### config.mk
export PLATFORM = sky130hd
export DESIGN_NAME = mhed_front
export DESIGN_NICKNAME = d
export VERILOG_FILES = /design/src/rtl/core/mhed_pkg.sv /design/src/rtl/core/mhed_front.sv
export SDC_FILE = /design/constraint.sdc
export NUM_CORES = 1
export LEC_CHECK = 0
export BUFFER_PORTS_ARGS = -buffer_cell sky130_fd_sc_hd__buf_2
export CAP_MARGIN = 25
export CELL_PAD_IN_SITES_DETAIL_PLACEMENT = 1
export CELL_PAD_IN_SITES_GLOBAL_PLACEMENT = 1
export CORE_MARGIN = 2
export CORE_UTILIZATION = 33
export DETAILED_ROUTE_END_ITERATION = 7
export PLACE_DENSITY = 0.86
export SLEW_MARGIN = 20
export SYNTH_ARGS = -nofsm -noshare
export SYNTH_HDL_FRONTEND = slang
export SYNTH_SLANG_ARGS = --single-unit
### constraint.sdc
create_clock -name clock -period 3.25 [get_ports clock]
set_input_delay 0.1625 -clock clock [delete_from_list [all_inputs] [get_ports clock]]
set_output_delay 0.1625 -clock clock [all_outputs]
set_load 0.05 [all_outputs]
### src/rtl/core/mhed_pkg.sv
// ----------------------------------------------------------------------------
// mhed_pkg
// Shared types and constants for the Marr-Hildreth edge detector.
// ----------------------------------------------------------------------------
package mhed_pkg;

   localparam int SIZE_W      = 13;
   localparam int MIN_SIZE    = 9;
   localparam int RAW_ROWS    = 6;
   localparam int SMOOTH_W    = 19;
   localparam int RING_W      = 22;
   localparam int LAP_W       = 24;
   localparam int BUCKET_W    = 11;
   localparam int GAUSS_TAPS  = 19;
   localparam int WIN         = 7;
   localparam int QUEUE_DEPTH = 4;
   localparam int RES_START   = 8;
   localparam int OFFSET      = 4;
   localparam int CSR_W       = 14;

   // Q8 weight by squared distance from the window centre
   localparam logic [8:0] GAUSS_Q8 [GAUSS_TAPS] = '{
      9'd256, 9'd155, 9'd94, 9'd0, 9'd35, 9'd21, 9'd0, 9'd0, 9'd5, 9'd3,
      9'd2, 9'd0, 9'd0, 9'd0, 9'd0, 9'd0, 9'd0, 9'd0, 9'd0
   };

   typedef enum logic [1:0] {
      CSR_WIDTH  = 2'd0,
      CSR_HEIGHT = 2'd1,
      CSR_THRESH = 2'd2
   } csr_index_type;

   typedef logic [SIZE_W-1:0] size_type;

   typedef struct packed {
      logic [7:0] pixel;
      logic       frame_start;
   } req_type;

   typedef struct packed {
      logic       edge_res;
      logic [9:0] out_row;
      logic [9:0] out_col;
      logic       frame_last;
   } rsp_type;

   typedef struct packed {
      logic [7:0] pixel;
      logic       res;
      logic [9:0] out_row;
      logic [9:0] out_col;
      logic       last;
   } task_type;

endpackage

### src/rtl/core/mhed_front.sv
// ----------------------------------------------------------------------------
// mhed_front
// Takes pixel requests, tracks the raster position and tags each request.
// ----------------------------------------------------------------------------
module mhed_front #(
   parameter int MAX_WIDTH  = 1024,
   parameter int MAX_HEIGHT = 1024
) (
   input  logic                              clock,
   input  logic                              reset,
   input  logic                              req_valid,
   output logic                              req_stall,
   input  mhed_pkg::req_type                 req_data,
   input  logic [10:0]                       image_width,
   input  logic [10:0]                       image_height,
   input  logic                              q_full,
   output logic                              q_push,
   output mhed_pkg::task_type                q_task,
   output logic [$clog2(MAX_WIDTH)-1:0]      q_col
);
   import mhed_pkg::*;

   localparam int CW = $clog2(MAX_WIDTH);
   localparam int RW = $clog2(MAX_HEIGHT);

   logic [CW-1:0] col_ff, col_in, col_cur;
   logic [RW-1:0] row_ff, row_in, row_cur;
   size_type      w_eff, h_eff, col_nx, row_nx;
   logic [CW-1:0] col_m4;
   logic [RW-1:0] row_m4;

   always_comb begin
      if (SIZE_W'(image_width) < SIZE_W'(MIN_SIZE)) w_eff = SIZE_W'(MIN_SIZE);
      else if (SIZE_W'(image_width) > SIZE_W'(MAX_WIDTH)) w_eff = SIZE_W'(MAX_WIDTH);
      else w_eff = SIZE_W'(image_width);
      if (SIZE_W'(image_height) < SIZE_W'(MIN_SIZE)) h_eff = SIZE_W'(MIN_SIZE);
      else if (SIZE_W'(image_height) > SIZE_W'(MAX_HEIGHT)) h_eff = SIZE_W'(MAX_HEIGHT);
      else h_eff = SIZE_W'(image_height);
   end

   assign req_stall = q_full;
   assign q_push    = req_valid && !q_full;
   assign col_cur   = req_data.frame_start ? '0 : col_ff;
   assign row_cur   = req_data.frame_start ? '0 : row_ff;
   assign col_nx    = SIZE_W'(col_cur) + SIZE_W'(1);
   assign row_nx    = SIZE_W'(row_cur) + SIZE_W'(1);
   assign col_m4    = col_cur - CW'(OFFSET);
   assign row_m4    = row_cur - RW'(OFFSET);

   always_comb begin
      q_task.pixel   = req_data.pixel;
      q_task.res     = (SIZE_W'(row_cur) >= SIZE_W'(RES_START))
                       && (SIZE_W'(col_cur) >= SIZE_W'(RES_START));
      q_task.out_row = 10'(row_m4);
      q_task.out_col = 10'(col_m4);
      q_task.last    = (row_nx >= h_eff) && (col_nx >= w_eff);
      q_col          = col_cur;
   end

   always_comb begin
      col_in = col_ff;
      row_in = row_ff;
      if (q_push) begin
         if (col_nx >= w_eff) begin
            col_in = '0;
            row_in = (row_nx >= h_eff) ? '0 : RW'(row_nx);
         end else begin
            col_in = CW'(col_nx);
            row_in = row_cur;
         end
      end
   end

   always_ff @(posedge clock) begin
      if (reset) begin
         col_ff <= '0;
         row_ff <= '0;
      end else begin
         col_ff <= col_in;
         row_ff <= row_in;
      end
   end

endmodule

==> flow_summary.ini, run 1 <==
[sta]
final_hold_viol_count = 0
fin_crit_ps = 3091
clock.fmax_ghz = 0.3235
finalSetupViolations = 0
fin_crit_sh = 0.9510
slew_headroom = 0.5805
finalClockSkew_ps = 2.969
final.setup.tns_ps = 0
final_max_slew_viol_count = 0
worst_pin_slew_ps = 628.5

[global_routing]
grt_pass1_vias = 2685
antenna_found_initial = 0
grt_usage = 0.2035
top_usage_layer = met2
grt_overflow_total = 0
grt_use_met2 = 0.3670
met3_usage = 0.02124
grt_max_degree = 23
grt_first_pass_wirelength_um = 12720
grtUsageMet1 = 0.2433

[setup_path]
crit_fanout = 5
cp.required_ps = 3090
slowest_stage = dfxtp_4
cp-end-kind = output port
start_kind = flip-flop
worstPathCellList = or2b_1 -> inv_2 -> ha_4 -> nand4_1 -> xor2_1 -> nor2_2 -> ha_1 -> a211o_1 -> o211ai_1 -> a21oi_2 -> a211oi_4 -> buf_12 -> nor2_4 -> buf_4
cp.arrival_ps = 2930
critPathKind = flip-flop to output port
critPathMaxStageDelay_ps = 370

[floorplan]
die_x_um = 89.12
row_count = 31
start_util = 0.3350
die_area_um2 = 7942
core_um2 = 7137
die_h_um = 89.12
pin_count = 77

[cts]
clkLatencyLatePin_ps = 270
cts_tree = done
cts_root_buf = clkbuf_8
htreeDepth = 1
cts.path.max_buffers = 2
numClockSinks = 20
numCtsBuffers = 3
cts.clk_slew.worst_paths_ps = 80

[final_layout]
diodes = 0
layout_common_cells = 59 x buf_2, 37 x nand2_1, 29 x ha_1
area_delta_synth_final_pct = 24.18
finalNonFillerCells = 487
nNetsFinal = 456
fillerInstances = 940
stdcell_area_um2 = 2969
drive_gt1_frac = 0.2655
final_util = 0.4160
final_common_cell = buf_2

[power]
p_clk_frac = 0.346
power.density_nw_per_um2 = 249.3
swShare = 0.3309
p_sw_uw = 244.9
comb_power_share = 0.303
ir_drop_mv = 0.1697
p_seq_frac = 0.351
p_leak_nw = 1.305
intPower_uw = 495.3

[placement]
dp.cells = 480
gp_congestion = 0.9644
port_buffers = 60
hpwlAfterDp_um = 6418
placed_area_um2 = 2838

[min_path]
hp-class = input port to flip-flop

[route]
drt_iter0_drc = 88
num_vias = 2609
wirelength_um = 7839
postRouteAntennaNets = 0
post_drt_wl_per_cell_um = 16.10
firstDrtPassIters = 4
via_per_inst = 5.357
drc = 0

[logic_synthesis]
synth.largest_area_cell = dfxtp_1
ys_types = 44
syn_area_um2 = 2391
ys_warn_count = 0
ys_ff_latch = 20
synth_cells = 337
yosysSeqAreaShare = 0.1675
yosys-top-cells-area = dfxtp_1 17%, ha_1 17%, nand2_1 5.8%
avgSynthCellArea_um2 = 7.095
synth_top_area_share = 0.1675
syn_nets = 404

[outcome]
status = complete, no violations

[flow_run]
maxCapViolCount = 0
## registers in the layout, indices dropped and copies added (netlist names)
name	cells
col_ff	10
row_ff	10
## metrics by stage
step / power [mW] / hold WS [ps] / worst slack [ps]
after floorplan: 0.4412 / 384.1 / -5.891
after global placement: 0.4779 / 325.3 / 126.5
after detailed placement: 0.4858 / 325.3 / -7.470
after CTS: 0.7414 / 256.9 / 17.66
after global routing: 0.7767 / 268.9 / -35.76
final: 0.7402 / 263.3 / 159.2
## repair_timing
action | in CTS | in global routing
pin swaps | 2 | 2
endpoints found under the setup margin | 1 | 20
hold buffers | 0 | 0
buffers inserted | 2 | 1
resized for setup | 5 | 7
## layout make-up
cell class,count,area (um^2),share of cell area
clock buffer,3,41.29,0.01391
tap,99,123.9,0.04172
inverter,17,71.32,0.02402
multi-input combinational,272,1869,0.6296
timing repair buffer,75,427.9,0.1441
clock inverter,1,30.03,0.01011
sequential,20,405.4,0.1365
## critical path: cells and delay by family (launching register included)
kind | cells | cell delay, ps
flip-flops | 1 | 370
AO/OA/AOI/OAI | 4 | 710
AND/OR/NAND/NOR | 4 | 460
adder cells (fa/ha/maj) | 2 | 450
buffers and inverters | 3 | 420
XOR/XNOR | 1 | 230
## cell families (layout without fill, tap and decap cells)
logic type      count (synthesis)  after routing  share of synthesized area
compound gates                 69             69                     0.1732
buf+inv                        45             96                    0.08948
xor+xnor                       24             24                    0.08792
fa+ha+maj                      32             32                     0.1674
flops                          20             20                     0.1674
simple gates                  147            147                     0.3145
## Yosys cell counts, drive strengths merged
cell type,number
nand2,37
ha,32
a21oi,27
nor2,26
nand3,25
dfxtp,20
o21ai,20
inv,17
buf,15
xnor2,15
clkbuf,13
nor2b,13
nor3,10
xor2,9
and3,8
nand2b,8
a211oi,5
a31oi,4
o211ai,4
a32o,3
and2,3
nand4,3
or3,3
or4,3
a211o,2
and4,2
nor4,2
or3b,2
a21o,1
nand3b,1
o2111ai,1
o21a,1
o22ai,1
or2b,1
## power by group through the flow
| stage | clock network [mW] | logic, mW | registers [mW] |
|---|---|---|---|
| floorplan | 0 | 0.178 | 0.263 |
| global placement | 0 | 0.213 | 0.265 |
| detailed placement | 0 | 0.220 | 0.266 |
| CTS | 0.258 | 0.224 | 0.260 |
| global route | 0.269 | 0.246 | 0.261 |
| finish | 0.256 | 0.224 | 0.260 |
## final timing paths
| kind | start | end | slack [ps] | cells past startpoint |
|---|---|---|---|---|
| worst min register to register | col_ff[0]$_SDFFE_PP0P_ | col_ff[0]$_SDFFE_PP0P_ | 480 | 2 |
| worst max register to register | row_ff[3]$_SDFFE_PP0P_ | row_ff[9]$_SDFFE_PP0P_ | 250 | 15 |
| worst max-delay path | row_ff[3]$_SDFFE_PP0P_ | q_task[0] | 160 | 14 |
| worst min-delay path | reset | col_ff[3]$_SDFFE_PP0P_ | 260 | 2 |
## layer usage
metal / wire length, um / up-vias
li1: - / 1274
met1: 3404 / 1246
met2: 3933 / 70
met3: 284 / 19
met4: 218 / 0
met5: 0 / -
Power figures use the tool's default switching activity.
==> inputs of run 2 (changes only) <==
CORE_UTILIZATION = 30   (was 33)
PLACE_DENSITY = 0.72   (was 0.86)
==> flow_summary.ini, run 2 (synthesized netlist as in run 1, its figures left out) <==
[floorplan]
start_util = 0.3094
die_x_um = 93.28
core_um2 = 7727
die_h_um = 93.28
row_count = 32
pin_count = 77
die_area_um2 = 8700

[cts]
cts_root_buf = clkbuf_8
cts.path.max_buffers = 2
numCtsBuffers = 3
cts.clk_slew.worst_paths_ps = 90
postCtsHoldBufs = 0
cts_tree = done
htreeDepth = 1
numClockSinks = 20
clkLatencyLatePin_ps = 270

[sta]
finalSetupViolations = 0
finalClockSkew_ps = 10.41
fin_crit_ps = 3109
clock.fmax_ghz = 0.3216
fin_crit_sh = 0.9566
setup_slack_ps = 141.0
worst_pin_slew_ps = 684.1
final_max_slew_viol_count = 0
slew_headroom = 0.5434
final_hold_viol_count = 0

[setup_path]
cp-end-kind = output port
start_kind = flip-flop
critPathBufInv = 2
critPathMaxStageDelay_ps = 400
ff2ff_setup_slack_ps = 260
crit_family = simple AND/OR/NAND/NOR gates
cp_common_cell = ha_1
worstPathCellList = nor2b_4 -> ha_1 -> and4_2 -> nand3_1 -> xnor2_2 -> ha_1 -> nand4_1 -> a211o_1 -> and3_4 -> buf_12 -> nor2_4 -> buf_6
crit_fanout = 18
cp.arrival_ps = 2950
slowest_stage = dfxtp_1
cp.required_ps = 3090
critPathKind = flip-flop to output port

[route]
drt_iter0_drc = 68
postRouteAntennaNets = 0
wirelength_um = 8004
firstDrtPassIters = 4
num_vias = 2591
via_per_inst = 5.256
drc = 0
post_drt_wl_per_cell_um = 16.24

[placement]
gp_congestion = 0.8365
hpwlAfterDp_um = 6484
port_buffers = 60
dp.cells = 485
place_ws_ps = -73.96

[min_path]
hp-class = input port to flip-flop

[final_layout]
drive_gt1_frac = 0.2839
nNetsFinal = 459
diodes = 0
final_common_cell = buf_2
area_delta_synth_final_pct = 26.53
multi_input_area_um2 = 1893
fillerInstances = 985
finalNonFillerCells = 493
seqCellArea_um2 = 404.1
layout_common_cells = 59 x buf_2, 37 x nand2_1, 29 x ha_1
top_regs = col_ff (10), row_ff (10)

[outcome]
status = complete, no violations

[flow_run]
maxCapViolCount = 0

[global_routing]
grt_usage = 0.1861
grt_overflow_total = 0
grt_pass1_vias = 2688
grt_first_pass_wirelength_um = 13130
antenna_found_initial = 0
grt_max_degree = 23

[power]
p_leak_nw = 1.339
power.density_nw_per_um2 = 248.0
ir_drop_mv = 0.1478
## run 2: metal layers
layer	routed length, um	vias up	track usage
met5	0	-	0
met4	62	0	0.03431
met3	268	6	0.01531
met2	4197	52	0.3645
met1	3475	1262	0.2193
li1	-	1271	-
## run 2: power by group
| part | switching [mW] | leakage [nW] | internal, mW |
|---|---|---|---|
| clock | 0.101 | 0.0357 | 0.165 |
| combinational | 0.145 | 1.14 | 0.0796 |
| sequential | 0.00846 | 0.164 | 0.251 |
## run 2: worst reg2reg max path: stages (launching register included)
cell and delay [ps]:
dfxtp_1 340, or2b_4 280, inv_2 90, ha_4 160, nand4_1 120, xor2_1 170, nor2_2 160, ha_1 260
a211o_1 290, o211ai_1 100, a21oi_2 100, a211oi_4 320, buf_6 170, buf_4 120, nand3_1 90, a21oi_1 150
## run 2: final timing paths
check                               from  depth (start not counted)                      to
hold / removal                     reset                          2  col_ff[1]$_SDFFE_PP0P_
setup / recovery  col_ff[3]$_SDFFE_PP0P_                         12               q_task[0]
hold reg to reg   col_ff[6]$_SDFFE_PP0P_                          2  col_ff[6]$_SDFFE_PP0P_
setup reg to reg  row_ff[3]$_SDFFE_PP0P_                         15  row_ff[3]$_SDFFE_PP0P_
## run 2: cell type report
| type | instances | share of cell area |
|---|---|---|
| clock buffer | 3 | 0.01365 |
| timing repair buffer | 78 | 0.1514 |
| inverter | 17 | 0.02357 |
| multi-input combinational | 272 | 0.6257 |
| tap | 102 | 0.04218 |
| sequential | 20 | 0.1336 |
| clock inverter | 1 | 0.009926 |
## run 2: stage by stage
| step | hold slack (ps) | util | area (um^2) | setup TNS [ps] | power, mW |
|---|---|---|---|---|---|
| floorplan | 384.1 | - | 2477 | -5.891 | 0.4412 |
| global placement | 325.3 | 0.3697 | 2856 | 0 | 0.4792 |
| detailed placement | 325.3 | 0.3697 | 2856 | -120.1 | 0.4855 |
| CTS | 261.1 | 0.3815 | 2948 | 0 | 0.7498 |
| global route | 276.6 | 0.3915 | 3025 | -11.97 | 0.7808 |
| finish | 256.4 | 0.3915 | 3025 | 0 | 0.7504 |
## run 2: timing repair
item,4_1_cts,5_1_grt
buffers inserted,1,3
endpoints found under the hold margin,0,0
pin swaps,1,3
gates resized for setup,4,15
endpoints found under the setup margin,1,11
==> inputs of run 3 (changes only) <==
CORE_ASPECT_RATIO = 0.6   (was not set)
==> flow_summary.ini, run 3 (synthesized netlist as in run 1, its figures left out) <==
[outcome]
status = complete, no violations

[cts]
postCtsHoldBufs = 0
numCtsBuffers = 3
numClockSinks = 20
clkLatencyLatePin_ps = 260
htreeDepth = 1
cts.path.max_buffers = 2
cts_tree = done
cts_root_buf = clkbuf_16
cts.clk_slew.worst_paths_ps = 60

[route]
via_per_inst = 5.171
num_vias = 2575
drc = 0
wirelength_um = 8277
firstDrtPassIters = 4
post_drt_wl_per_cell_um = 16.62
postRouteAntennaNets = 0
drt_iter0_drc = 134

[power]
p_clk_frac = 0.375
intPower_uw = 517.6
comb_power_share = 0.287
ir_drop_mv = 0.1613
p_sw_uw = 254.3
p_seq_frac = 0.338
p_leak_nw = 1.337
swShare = 0.3295
power.density_nw_per_um2 = 255.9

[sta]
final.setup.tns_ps = 0
whs_ps = 281.3
rsz0062_at_grt = false
fin_crit_ps = 3189
worst_pin_slew_ps = 528.3
final_max_slew_viol_count = 0
finalClockSkew_ps = 6.376
fin_crit_sh = 0.9812
final_hold_viol_count = 0
slew_headroom = 0.6474
finalSetupViolations = 0
clock.fmax_ghz = 0.3136

[setup_path]
cp_common_cell = ha_1
critPathMaxStageDelay_ps = 350
cp-end-kind = output port
cp.required_ps = 3090
critPathBufInv = 2
cp.arrival_ps = 3030
crit_fanout = 6
worstPathCellList = nor2b_2 -> ha_1 -> and4_4 -> nand3_1 -> xnor2_1 -> ha_1 -> o21ai_0 -> o21ai_1 -> o211ai_1 -> and3_4 -> buf_4 -> nor2_4 -> buf_6
critPathKind = flip-flop to output port
start_kind = flip-flop
slowest_stage = dfxtp_2
crit_family = simple AND/OR/NAND/NOR gates

[global_routing]
grt_pass1_vias = 2612
grt_first_pass_wirelength_um = 13600
met3_usage = 0.04219
grt_max_degree = 18
top_usage_layer = met2
grt_usage = 0.1964
grt_overflow_total = 0
grt_use_met2 = 0.3097
antenna_found_initial = 0
grtUsageMet1 = 0.2848

[floorplan]
die_x_um = 119.3
core_um2 = 7789
die_area_um2 = 8724
pin_count = 77
start_util = 0.3070
row_count = 25
die_h_um = 73.15

[final_layout]
layout_common_cells = 59 x buf_2, 37 x nand2_1, 29 x ha_1
drive_gt1_frac = 0.2821
final_util = 0.3873
top_regs = col_ff (10), row_ff (10)
diodes = 0
nNetsFinal = 458
area_delta_synth_final_pct = 26.16
final_common_cell = buf_2
stdcell_area_um2 = 3017

[placement]
placed_area_um2 = 2867
gp_congestion = 0.8552
port_buffers = 60
hpwlAfterDp_um = 6772

[flow_run]
maxCapViolCount = 0

[min_path]
hp-class = input port to flip-flop
## run 3: changes by cell type in the layout (fill, tap and decap cells not counted), moves of 2 or more
cell	previous run	this run
dfxtp_2	3	5
clkbuf_8	3	1
dfxtp_1	17	15
clkbuf_16	0	3
nor2b_2	1	3
## run 3: per-layer routing
metal  vias to the layer above  part of all wire
met3                         4             0.044
li1                       1272                 -
met4                         0            0.0023
met1                      1252              0.51
met2                        47              0.44
met5                         -                 0
## run 3: worst paths after layout
kind / startpoint / to / slack, ps / cells after the start
max reg2reg: col_ff[2]$_SDFFE_PP0P_ / row_ff[0]$_SDFFE_PP0P_ / 210 / 13
min: reset / col_ff[6]$_SDFFE_PP0P_ / 280 / 2
min reg2reg: col_ff[8]$_SDFFE_PP0P_ / col_ff[8]$_SDFFE_PP0P_ / 470 / 2
max: col_ff[2]$_SDFFE_PP0P_ / q_task[0] / 60 / 13
## run 3: metrics by stage
step	setup WS (ps)	power (mW)	std cells
floorplan	-5.891	0.4412	337
global placement	145.7	0.4793	493
detailed placement	22.53	0.4840	493
CTS	26.57	0.7763	498
global route	1.740	0.8115	498
finish	61.09	0.7720	498
## run 3: final cells by class
type                            instances  area [um^2]
Clock buffer                            4        88.84
Multi-Input combinational cell        272         1877
Fill cell                             977         4772
Sequential cell                        20        406.6
Inverter                               17        71.32
Timing Repair Buffer                   77        437.9
Tap cell                              108        135.1
## run 3: power by group through the flow
stage	logic [mW]	clock network, mW	registers [mW]
2_1_floorplan	0.178	0	0.263
3_3_place_gp	0.214	0	0.266
3_5_place_dp	0.218	0	0.266
4_1_cts	0.221	0.294	0.261
5_1_grt	0.242	0.307	0.262
6_report	0.221	0.289	0.261
## run 3: repair_timing
action                                  4_1_cts  5_1_grt
endpoints found under the setup margin        1        2
gates resized for setup                       9       10
setup buffers                                 1        0
pin swaps                                     2        1
