### src/rtl/core/mhed_pkg.sv
// ----------------------------------------------------------------------------
// mhed_pkg
// Shared types and constants for the Marr-Hildreth edge detector.
// ----------------------------------------------------------------------------
package mhed_pkg;

   localparam int SIZE_W      = 13;
   localparam int MIN_SIZE    = 9;
   localparam int RAW_ROWS    = 6;
   localparam int SMOOTH_W    = 19;
   localparam int RING_W      = 22;
   localparam int LAP_W       = 24;
   localparam int BUCKET_W    = 11;
   localparam int GAUSS_TAPS  = 19;
   localparam int WIN         = 7;
   localparam int QUEUE_DEPTH = 4;
   localparam int RES_START   = 8;
   localparam int OFFSET      = 4;
   localparam int CSR_W       = 14;

   // Q8 weight by squared distance from the window centre
   localparam logic [8:0] GAUSS_Q8 [GAUSS_TAPS] = '{
      9'd256, 9'd155, 9'd94, 9'd0, 9'd35, 9'd21, 9'd0, 9'd0, 9'd5, 9'd3,
      9'd2, 9'd0, 9'd0, 9'd0, 9'd0, 9'd0, 9'd0, 9'd0, 9'd0
   };

   typedef enum logic [1:0] {
      CSR_WIDTH  = 2'd0,
      CSR_HEIGHT = 2'd1,
      CSR_THRESH = 2'd2
   } csr_index_type;

   typedef logic [SIZE_W-1:0] size_type;

   typedef struct packed {
      logic [7:0] pixel;
      logic       frame_start;
   } req_type;

   typedef struct packed {
      logic       edge_res;
      logic [9:0] out_row;
      logic [9:0] out_col;
      logic       frame_last;
   } rsp_type;

   typedef struct packed {
      logic [7:0] pixel;
      logic       res;
      logic [9:0] out_row;
      logic [9:0] out_col;
      logic       last;
   } task_type;

endpackage

### src/rtl/core/mhed_queue.sv
// ----------------------------------------------------------------------------
// mhed_queue
// Short request queue between the front and the filter pipeline.
// ----------------------------------------------------------------------------
module mhed_queue #(
   parameter int DW = 8
) (
   input  logic          clock,
   input  logic          reset,
   input  logic          push,
   input  logic [DW-1:0] push_data,
   input  logic          pop,
   output logic [DW-1:0] head_data,
   output logic          not_empty,
   output logic          full
);
   import mhed_pkg::*;

   localparam int PW = $clog2(QUEUE_DEPTH);
   localparam int NW = $clog2(QUEUE_DEPTH + 1);

   logic [DW-1:0] slot_ff [QUEUE_DEPTH];
   logic [PW-1:0] wr_ff, wr_in, rd_ff, rd_in;
   logic [NW-1:0] count_ff, count_in;
   logic          do_pop;

   assign not_empty = count_ff != '0;
   assign full      = count_ff == NW'(QUEUE_DEPTH);
   assign head_data = slot_ff[rd_ff];
   assign do_pop    = pop && not_empty;

   always_comb begin
      wr_in    = wr_ff;
      rd_in    = rd_ff;
      count_in = count_ff;
      if (push) wr_in = (wr_ff == PW'(QUEUE_DEPTH - 1)) ? '0 : wr_ff + PW'(1);
      if (do_pop) rd_in = (rd_ff == PW'(QUEUE_DEPTH - 1)) ? '0 : rd_ff + PW'(1);
      if (push && !do_pop) count_in = count_ff + NW'(1);
      else if (do_pop && !push) count_in = count_ff - NW'(1);
   end

   always_ff @(posedge clock) begin
      if (reset) begin
         wr_ff    <= '0;
         rd_ff    <= '0;
         count_ff <= '0;
      end else begin
         wr_ff    <= wr_in;
         rd_ff    <= rd_in;
         count_ff <= count_in;
      end
   end

   always_ff @(posedge clock) begin
      if (push) slot_ff[wr_ff] <= push_data;
   end

   a_no_overflow: assert property (@(posedge clock) disable iff (reset)
      count_ff <= NW'(QUEUE_DEPTH)) else $error("queue count beyond depth");
   a_pop_count: assert property (@(posedge clock) disable iff (reset)
      do_pop && !push |=> count_ff == $past(count_ff) - NW'(1))
      else $error("queue count not reduced on pop");

endmodule

### config.mk
export PLATFORM = sky130hd
export DESIGN_NAME = mhed_queue
export DESIGN_NICKNAME = d
export VERILOG_FILES = /design/src/rtl/core/mhed_pkg.sv /design/src/rtl/core/mhed_queue.sv
export SDC_FILE = /design/constraint.sdc
export NUM_CORES = 1
export LEC_CHECK = 0
export ABC_AREA = 1
export BUFFER_PORTS_ARGS = -buffer_cell sky130_fd_sc_hd__buf_2
export CORE_ASPECT_RATIO = 1.2
export CORE_MARGIN = 2
export CORE_UTILIZATION = 45
export CTS_CLUSTER_DIAMETER = 50
export DETAILED_ROUTE_END_ITERATION = 8
export GPL_ROUTABILITY_DRIVEN = 0
export GPL_TIMING_DRIVEN = 0
export PLACE_DENSITY = 0.67
export SLEW_MARGIN = 20
export SYNTH_ARGS = -nofsm -noshare
export SYNTH_HDL_FRONTEND = slang
export SYNTH_SLANG_ARGS = --single-unit
### constraint.sdc
create_clock -name clock -period 1.62 [get_ports clock]
set_input_delay 0.324 -clock clock [delete_from_list [all_inputs] [get_ports clock]]
set_output_delay 0.324 -clock clock [all_outputs]
set_load 0.01 [all_outputs]
==> flow_summary.ini, run 1 <==
[detailed_routing]
via_count = 1120
drc = 0
wl_per_cell_um = 14.8
highest_layer = met4
wl_met2_um = 1690
wl_met3_um = 189
drt_first_iter_violations = 21
met1Wirelength_um = 1240
routed_wl_um = 3190
ant_nets = 0
via_per_inst = 5.19
firstDrtPassIters = 4

[final_layout]
nets = 195
final_cell_area_sq_um = 2110
syn_to_final_growth_pct = 26.1
multi_input_area_sq_um = 505
n_fill_cell = 317
regArea_sq_um = 1150
stdcell_count = 216
drive_above_1_share_pct = 35.0
antenna_cells = 0

[logic_synthesis]
ys_warn_count = 0
postSynthCellCount = 140
synthDistinctLibCells = 20
yosysSeqAreaShare_pct = 68.3
synth-async-reset-ratio_pct = 0
netlist.area_leader.share_pct = 57.5
synth_ff_type = edfxtp_1
netlist_top_cells_area = edfxtp_1 (58%), dfxtp_1 (11%), nor2_1 (5.4%)
synth-edff-count = 32
syn_nets = 159
syn_area_per_cell_sq_um = 11.9
post-synth-top-count-cell = edfxtp_1
synth-seq-cells = 41
yosysTopAreaCell = edfxtp_1
synth_area_sq_um = 1670
synthTopCellsByCount = edfxtp_1 (32), nor2_1 (24), inv_1 (15), o21ai_0 (14), nand2_1 (13)

[clock_tree]
cts_num_sinks = 41
numCtsBuffers = 5
clock_latency_ns = 0.29
cts_root_buffer = clkbuf_8
htree_levels = 2
clk_pin_slew_worst_paths_ns = 0.08
cts.path.max_buffers = 2
cts_tree = built

[worst_setup_path]
reg2reg_depth = 12
cp.depth = 5
cp_max_fo = 5
cp.arrival_ns = 1.25
critPathTopFamily = flip-flops
cp_slowest_cell = dfxtp_4
max_stage_delay_ns = 0.41
critical_path_class = flop to output pin
start_kind = flop
crit_buf_inv = 3
cp_cell_sequence = inv_6 > buf_6 > o21ai_2 > o22ai_2 > buf_2
cp-end-kind = output pin
crit_required_ns = 1.30

[pwr]
total_leakage_power_nw = 0.860
power_frac_clock_pct = 23.9
power_frac_seq_pct = 40.6
power_per_cell_area_nw_per_um2 = 1610
peakVddDrop_mv = 0.797
pwr-share-comb_pct = 35.5
intPower_mw = 2.29
switchingPower_mw = 1.10
switching_share_pct = 32.5

[sta]
rsz0062_at_grt = yes
report.final.slew_viol_count = 0
setup_ws_ns = 0.0416
period_share_pct = 97.4
fin_hold_ws_ns = 0.202
fmax_mhz = 634
period_needed_ns = 1.58
tightest_slew_ns = 0.375
finalSetupViolCount = 0
slew_headroom_pct = 75.0
fin_skew_ns = 0.00929
finalHoldViolCount = 0

[global_route]
antenna_found_initial = 0
grt_usage_pct = 16.7
globalRoute.totalOverflow = 0
grt_max_degree = 15
grt_pass1_wl_um = 4960
first_global_vias = 1052

[job]
maxCapViolations = 0

[worst_hold_path]
hold_path.class = input pin to flop
hold_depth = 2

[floorplanning]
die_x_um = 59.6
row_count = 24
core_area_sq_um = 3600
dieArea_sq_um = 4220
start_util_pct = 46.4
dieHeight_um = 70.7
ios = 22

[place]
dp_cells = 200
placed_area_sq_um = 1830
hpwl_um = 2040
io_buffers = 21
dp_slack_ns = -0.0932

[run_status]
outcome = completed
==> cell usage in the layout (no fill, tap or decap), drive strengths merged <==
| cell type | instances |
|---|---|
| clkinv | 1 |
| ha | 6 |
| nand4 | 1 |
| o21ai | 18 |
| dfxtp | 9 |
| nand3 | 1 |
| inv | 16 |
| xor2 | 1 |
| bufinv | 1 |
| buf | 31 |
| nor2 | 26 |
| edfxtp | 32 |
| nand2 | 13 |
| nand3b | 1 |
| a21oi | 3 |
| o22ai | 8 |
| clkbuf | 5 |
| fa | 1 |
| nor3 | 2 |
| clkinvlp | 1 |
==> final timing paths <==
check                                               from                       end  slack [ns]
worst max register to register  count_ff[1]$_SDFFE_PP0P_  count_ff[2]$_SDFFE_PP0P_        0.04
worst min-delay path                               reset  count_ff[0]$_SDFFE_PP0P_        0.20
worst max-delay path                                flop              head_data[0]        0.04
worst min register to register     rd_ff[1]$_SDFFE_PP0P_                      flop        0.54
==> routing by layer <==
layer | global-route usage (%) | up-vias
met3 | 6.03 | 7
met5 | 0 | -
met4 | 9.14 | 0
met2 | 27.1 | 39
li1 | - | 558
met1 | 18.8 | 516
==> stage by stage <==
step / total power, mW / setup TNS [ns] / utilization (%)
4_1_cts: 3.26 / 0 / 57.0
3_5_place_dp: 2.25 / -0.160 / 50.8
5_1_grt: 3.59 / -0.174 / 58.5
3_3_place_gp: 2.21 / -0.0686 / 50.8
6_report: 3.39 / 0 / 58.5
2_1_floorplan: 1.94 / 0 / -
==> power groups by stage <==
stage          combinational, mW  sequential [mW]  clock, mW
2_1_floorplan              0.600             1.34          0
3_3_place_gp               0.841             1.37          0
3_5_place_dp               0.876             1.38          0
4_1_cts                     1.07             1.37      0.826
5_1_grt                     1.33             1.39      0.874
6_report                    1.20             1.38      0.809
==> area by class of cell <==
cell class / instances / area share [%]
flip-flops and latches: 41 / 54.8
multi-input cells: 81 / 24.0
repair buffers: 29 / 8.97
clock buffers: 5 / 3.27
inverters: 16 / 3.09
well taps: 39 / 2.32
clock inverters: 3 / 2.20
plain buffers: 2 / 1.43
==> timing repair <==
item / CTS / global route
pin swaps: 4 / 4
resized for setup: 15 / 24
hold buffers: 0 / 0
endpoints found under the setup margin: 10 / 9
setup buffers: 6 / 1
endpoints found under the hold margin: 0 / 0
gates cloned: 1 / 0
==> cells by family after synthesis <==
logic type / after synthesis / share of synthesized area [%]
AO/OA/AOI/OAI: 29 / 9.74
XOR/XNOR: 1 / 0.524
adder cells (fa/ha/maj): 7 / 5.69
buffers and inverters: 18 / 4.94
flip-flops: 41 / 68.3
AND/OR/NAND/NOR: 44 / 10.8
==> flip-flops by register name (all words and copies together) (netlist names), named ones only <==
| name | flops |
|---|---|
| count_ff | 3 |
| rd_ff | 2 |
| slot_ff | 32 |
| wr_ff | 2 |
Note: power is estimated with default switching activity, not from simulation.
==> run 2, diff against run 1 <==
ABC_AREA = unset   (was 1)
==> flow_summary.ini, run 2 <==
[logic_synthesis]
syn_area_per_cell_sq_um = 18.8
synthTopCellsByCount = edfxtp_1 (32), dfxtp_1 (9), mux4_2 (8), ha_1 (6), nor2_1 (6)
synth-compound-area-share_pct = 2.48
yosysSeqAreaShare_pct = 70.6
ys_warn_count = 0
yosysTopAreaCell = edfxtp_1
synthDistinctLibCells = 20
synth_mux_area_share_pct = 13.6
synth-seq-cells = 41
postSynthCellCount = 86
netlist.area_leader.share_pct = 59.5
post-synth-top-count-cell = edfxtp_1
synth_area_sq_um = 1620
netlist_top_cells_area = edfxtp_1 (59%), dfxtp_1 (11%), mux4_2 (11%)
syn_nets = 105
synth-xor-area-share_pct = 1.08
synth_ff_type = edfxtp_1
synth-async-reset-ratio_pct = 0
synth_top_family_by_area = multiplexers
synth_fa_ha_area_share_pct = 5.89
synth-edff-count = 32
synth-simple-area-share_pct = 4.88

[final_layout]
drive_above_1_share_pct = 45.4
final_common_cell = edfxtp_1
largest_reg_flops = 32
final_cell_mix = edfxtp_1 (32), buf_2 (15), mux4_2 (8)
reg_top3 = slot_ff: 32 flops, count_ff: 3 flops
top_register = slot_ff
nets = 137
syn_to_final_growth_pct = 22.9
post-route-util_pct = 58.5
final_cell_area_sq_um = 1990
stdcell_count = 156
antenna_cells = 0

[pwr]
peakVddDrop_mv = 0.912
pwr-share-comb_pct = 26.6
intPower_mw = 2.16
total_leakage_power_nw = 0.739
switching_share_pct = 25.6
power_frac_clock_pct = 27.9
power_frac_seq_pct = 45.4
power_per_cell_area_nw_per_um2 = 1460
switchingPower_mw = 0.744

[clock_tree]
cts_num_sinks = 41
ctsHoldBuffers = 0
clock_latency_ns = 0.29
htree_levels = 2
cts_tree = built
numCtsBuffers = 5
cts.path.max_buffers = 2
cts_root_buffer = clkbuf_8
clk_pin_slew_worst_paths_ns = 0.08

[sta]
tightest_slew_ns = 0.455
rsz0062_at_grt = yes
fin_skew_ns = 0.00369
finalSetupViolCount = 10
period_needed_ns = 1.87
report.final.slew_viol_count = 0
period_share_pct = 115
fmax_mhz = 536
finalHoldViolCount = 0
slew_headroom_pct = 69.7
setup_ws_ns = -0.246

[detailed_routing]
ant_nets = 0
via_per_inst = 5.18
firstDrtPassIters = 5
via_count = 808
drt_first_iter_violations = 19
drc = 1
wl_per_cell_um = 15.6
routed_wl_um = 2440

[global_route]
grt_max_degree = 15
globalRoute.totalOverflow = 0
first_global_vias = 867
antenna_found_initial = 0
grt_pass1_wl_um = 3850
grt_usage_pct = 13.5

[floorplanning]
core_area_sq_um = 3400
dieArea_sq_um = 4090
die_x_um = 58.7
ios = 22
dieHeight_um = 69.6
row_count = 23
start_util_pct = 47.6

[worst_setup_path]
start_kind = flop
crit_required_ns = 1.85
rrSetupSlack_ns = -0.25
cp-end-kind = flop
cp_max_fo = 5
cp.arrival_ns = 2.10
critical_path_class = flop to flop

[place]
placed_area_sq_um = 1780
hpwl_um = 1640
dp_cells = 144
io_buffers = 21

[worst_hold_path]
hold_path.class = input pin to flop

[run_status]
violations = design-rule violations, negative setup slack
outcome = finished, violations left

[job]
maxCapViolations = 0
## run 2: critical path: stages (launching register included)
cell and delay (ns):
dfxtp_4 0.37, o31ai_4 0.26, ha_2 0.22, inv_2 0.04, fa_2 0.32, xor2_1 0.15, or3_1 0.33, a21oi_2 0.11
## run 2: area by class of cell
class | instances | area, sq um
repair buffers | 26 | 184
plain buffers | 1 | 20.0
clock inverters | 3 | 43.8
fillers | 258 | 1410
multi-input cells | 40 | 460
flip-flops and latches | 41 | 1150
inverters | 3 | 11.3
well taps | 37 | 46.3
clock buffers | 5 | 68.8
## run 2: path summary, 6_finish.rpt
path / depth (start not counted) / to / from
setup / recovery: 7 / count_ff[2]$_SDFFE_PP0P_ / count_ff[1]$_SDFFE_PP0P_
hold / removal: 1 / slot_ff[1][2]$_DFFE_PP_ / push_data[2]
setup reg to reg: 7 / count_ff[2]$_SDFFE_PP0P_ / count_ff[1]$_SDFFE_PP0P_
hold reg to reg: 2 / flop / rd_ff[0]$_SDFFE_PP0P_
## run 2: cells by family after synthesis
kind of cell	Yosys count
mux	12
simple gates	15
flops	41
fa+ha+maj	7
buf+inv	5
xor+xnor	2
compound gates	4
## run 2: layer usage
layer	track usage, %	vias up	wire length, um
met5	0	-	0
met4	8.08	0	80
met3	5.22	8	132
met2	22.3	24	1230
met1	13.9	385	991
li1	-	391	-
## run 2: timing repair
item,in CTS,in global routing
endpoints found under the setup margin,11,11
buffers inserted,3,2
pin swaps,4,3
gates resized for setup,6,9
## run 2: power by group through the flow
stage | Sequential (mW) | Combinational [mW] | Clock [mW]
6_report | 1.32 | 0.774 | 0.812
5_1_grt | 1.33 | 0.856 | 0.877
4_1_cts | 1.32 | 0.680 | 0.833
3_5_place_dp | 1.33 | 0.611 | 0
3_3_place_gp | 1.33 | 0.598 | 0
2_1_floorplan | 1.32 | 0.439 | 0
## run 2: stage by stage
stage | worst slack, ns | power, mW | hold slack [ns] | setup TNS [ns]
floorplan | -0.231 | 1.76 | 0.386 | -0.231
CTS | -0.252 | 2.83 | 0.233 | -1.42
global route | -0.347 | 3.07 | 0.226 | -1.82
detailed placement | -0.340 | 1.95 | 0.493 | -0.417
finish | -0.246 | 2.91 | 0.239 | -1.24
global placement | -0.308 | 1.92 | 0.476 | -0.355
==> run 3, diff against run 2 <==
CTS_CLUSTER_DIAMETER = 120   (was 50)
SKIP_CTS_REPAIR_TIMING = 1   (was unset)
==> flow_summary.ini, run 3 (same netlist as run 2, synthesis figures left out) <==
[run_status]
outcome = finished, violations left
violations = design-rule violations, negative setup slack

[clock_tree]
cts_tree = built
numCtsBuffers = 5
clock_latency_ns = 0.29
htree_levels = 2
cts_num_sinks = 41
cts_root_buffer = clkbuf_8
cts.path.max_buffers = 2
clk_pin_slew_worst_paths_ns = 0.08

[floorplanning]
die_x_um = 58.7
ios = 22
core_area_sq_um = 3400
start_util_pct = 47.6
dieHeight_um = 69.6
dieArea_sq_um = 4090
row_count = 23

[sta]
period_share_pct = 119
tightest_slew_ns = 0.454
period_needed_ns = 1.93
fin_skew_ns = 0.00361
finalSetupTns_ns = -1.30
report.final.slew_viol_count = 0
setup_ws_ns = -0.314
finalHoldViolCount = 0
rsz0062_at_grt = yes
fmax_mhz = 517
slew_headroom_pct = 69.7
finalSetupViolCount = 10

[worst_hold_path]
hold_path.class = input pin to flop
holdPathEnd = slot_ff[1][2]$_DFFE_PP_
hold_depth = 1
worstHoldStart = push_data[2]

[worst_setup_path]
critical_path_class = flop to flop
cp_max_fo = 5
cp_slowest_cell = dfxtp_4
reg2reg_to = count_ff[2]$_SDFFE_PP0P_
start_kind = flop
crit_required_ns = 1.85
rrSetupSlack_ns = -0.31
cp.arrival_ns = 2.17
cp-end-kind = flop
max_stage_delay_ns = 0.37
critPathTopFamily = adder cells
crit_buf_inv = 1
reg2reg_depth = 7
worstReg2RegStart = count_ff[0]$_SDFFE_PP0P_
cp_cell_sequence = o31ai_4 > ha_2 > inv_2 > fa_2 > xor2_1 > or3_1 > a21oi_2

[global_route]
globalRoute.totalOverflow = 0
antenna_found_initial = 0
grt_max_degree = 15
first_global_vias = 852
grt_pass1_wl_um = 3770
grt_usage_pct = 13.2

[pwr]
power_frac_seq_pct = 46.0
switchingPower_mw = 0.741
switching_share_pct = 25.7
peakVddDrop_mv = 0.878
power_frac_clock_pct = 28.2
intPower_mw = 2.14
total_leakage_power_nw = 0.735
pwr-share-comb_pct = 25.8
power_per_cell_area_nw_per_um2 = 1460
finalPower_mw = 2.88

[detailed_routing]
drt_first_iter_violations = 22
via_count = 809
firstDrtPassIters = 6
via_per_inst = 5.19
ant_nets = 0
wl_per_cell_um = 15.6
drc = 1
routed_wl_um = 2440

[final_layout]
regArea_sq_um = 1150
top_register = slot_ff
multi_input_area_sq_um = 460
largest_reg_flops = 32
final_common_cell = edfxtp_1
reg_top3 = slot_ff: 32 flops, count_ff: 3 flops
final_cell_mix = edfxtp_1 (32), buf_2 (16), mux4_2 (8)
nets = 137
final_cell_area_sq_um = 1980
n_fill_cell = 260
antenna_cells = 0
drive_above_1_share_pct = 45.4
syn_to_final_growth_pct = 22.3

[place]
hpwl_um = 1640
placed_area_sq_um = 1780
io_buffers = 21

[job]
maxCapViolations = 0
## run 3: cell counts in the layout (fill, tap and decap cells not counted)
No cell type changed its count.
## run 3: final cells by class
type | count | area share [%]
sequential | 41 | 58.3
multi-input combinational | 40 | 23.3
timing repair buffer | 26 | 8.80
clock buffer | 5 | 3.48
tap | 37 | 2.34
clock inverter | 3 | 2.22
buffer | 1 | 1.01
inverter | 3 | 0.570
## run 3: power groups by stage
stage               logic, mW  registers [mW]  clock network [mW]
floorplan               0.439            1.32                   0
global placement        0.598            1.33                   0
detailed placement      0.611            1.33                   0
CTS                     0.613            1.31               0.833
global route            0.816            1.34               0.877
finish                  0.743            1.33               0.813
## run 3: metrics by stage
stage / hold slack [ns] / std cells / utilization (%) / setup slack (ns)
6_report: 0.239 / 156 / 58.2 / -0.314
3_3_place_gp: 0.476 / 144 / 52.3 / -0.308
3_5_place_dp: 0.493 / 144 / 52.3 / -0.340
5_1_grt: 0.226 / 156 / 58.2 / -0.399
4_1_cts: 0.233 / 152 / 55.6 / -0.376
2_1_floorplan: 0.386 / 86 / - / -0.231
## run 3: how the worst max path moves through the flow
stage,startpoint,endpoint,slack [ns],depth (start not counted)
3_5_place_dp,count_ff[0]$_SDFFE_PP0P_,count_ff[2]$_SDFFE_PP0P_,-0.34,7
5_1_grt,count_ff[0]$_SDFFE_PP0P_,count_ff[2]$_SDFFE_PP0P_,-0.40,7
3_3_place_gp,count_ff[0]$_SDFFE_PP0P_,count_ff[2]$_SDFFE_PP0P_,-0.31,7
2_1_floorplan,count_ff[0]$_SDFFE_PP0P_,count_ff[2]$_SDFFE_PP0P_,-0.23,7
4_1_cts,count_ff[0]$_SDFFE_PP0P_,count_ff[2]$_SDFFE_PP0P_,-0.38,7
6_report,count_ff[0]$_SDFFE_PP0P_,count_ff[2]$_SDFFE_PP0P_,-0.31,7
## run 3: layer usage
metal  vias up  track usage [%]  share of wire (%)
met2        27             21.8                 51
met4         0             8.08                3.3
li1        390                -                  -
met5         -                0                  0
met3         8             5.22                5.6
met1       384             13.6                 40
## run 3: worst register-to-register path: stages (launching register included)
cell and delay [ns]:
dfxtp_4 0.37, o31ai_4 0.29, ha_2 0.24, inv_2 0.04, fa_2 0.32, xor2_1 0.17
or3_1 0.33, a21oi_2 0.11
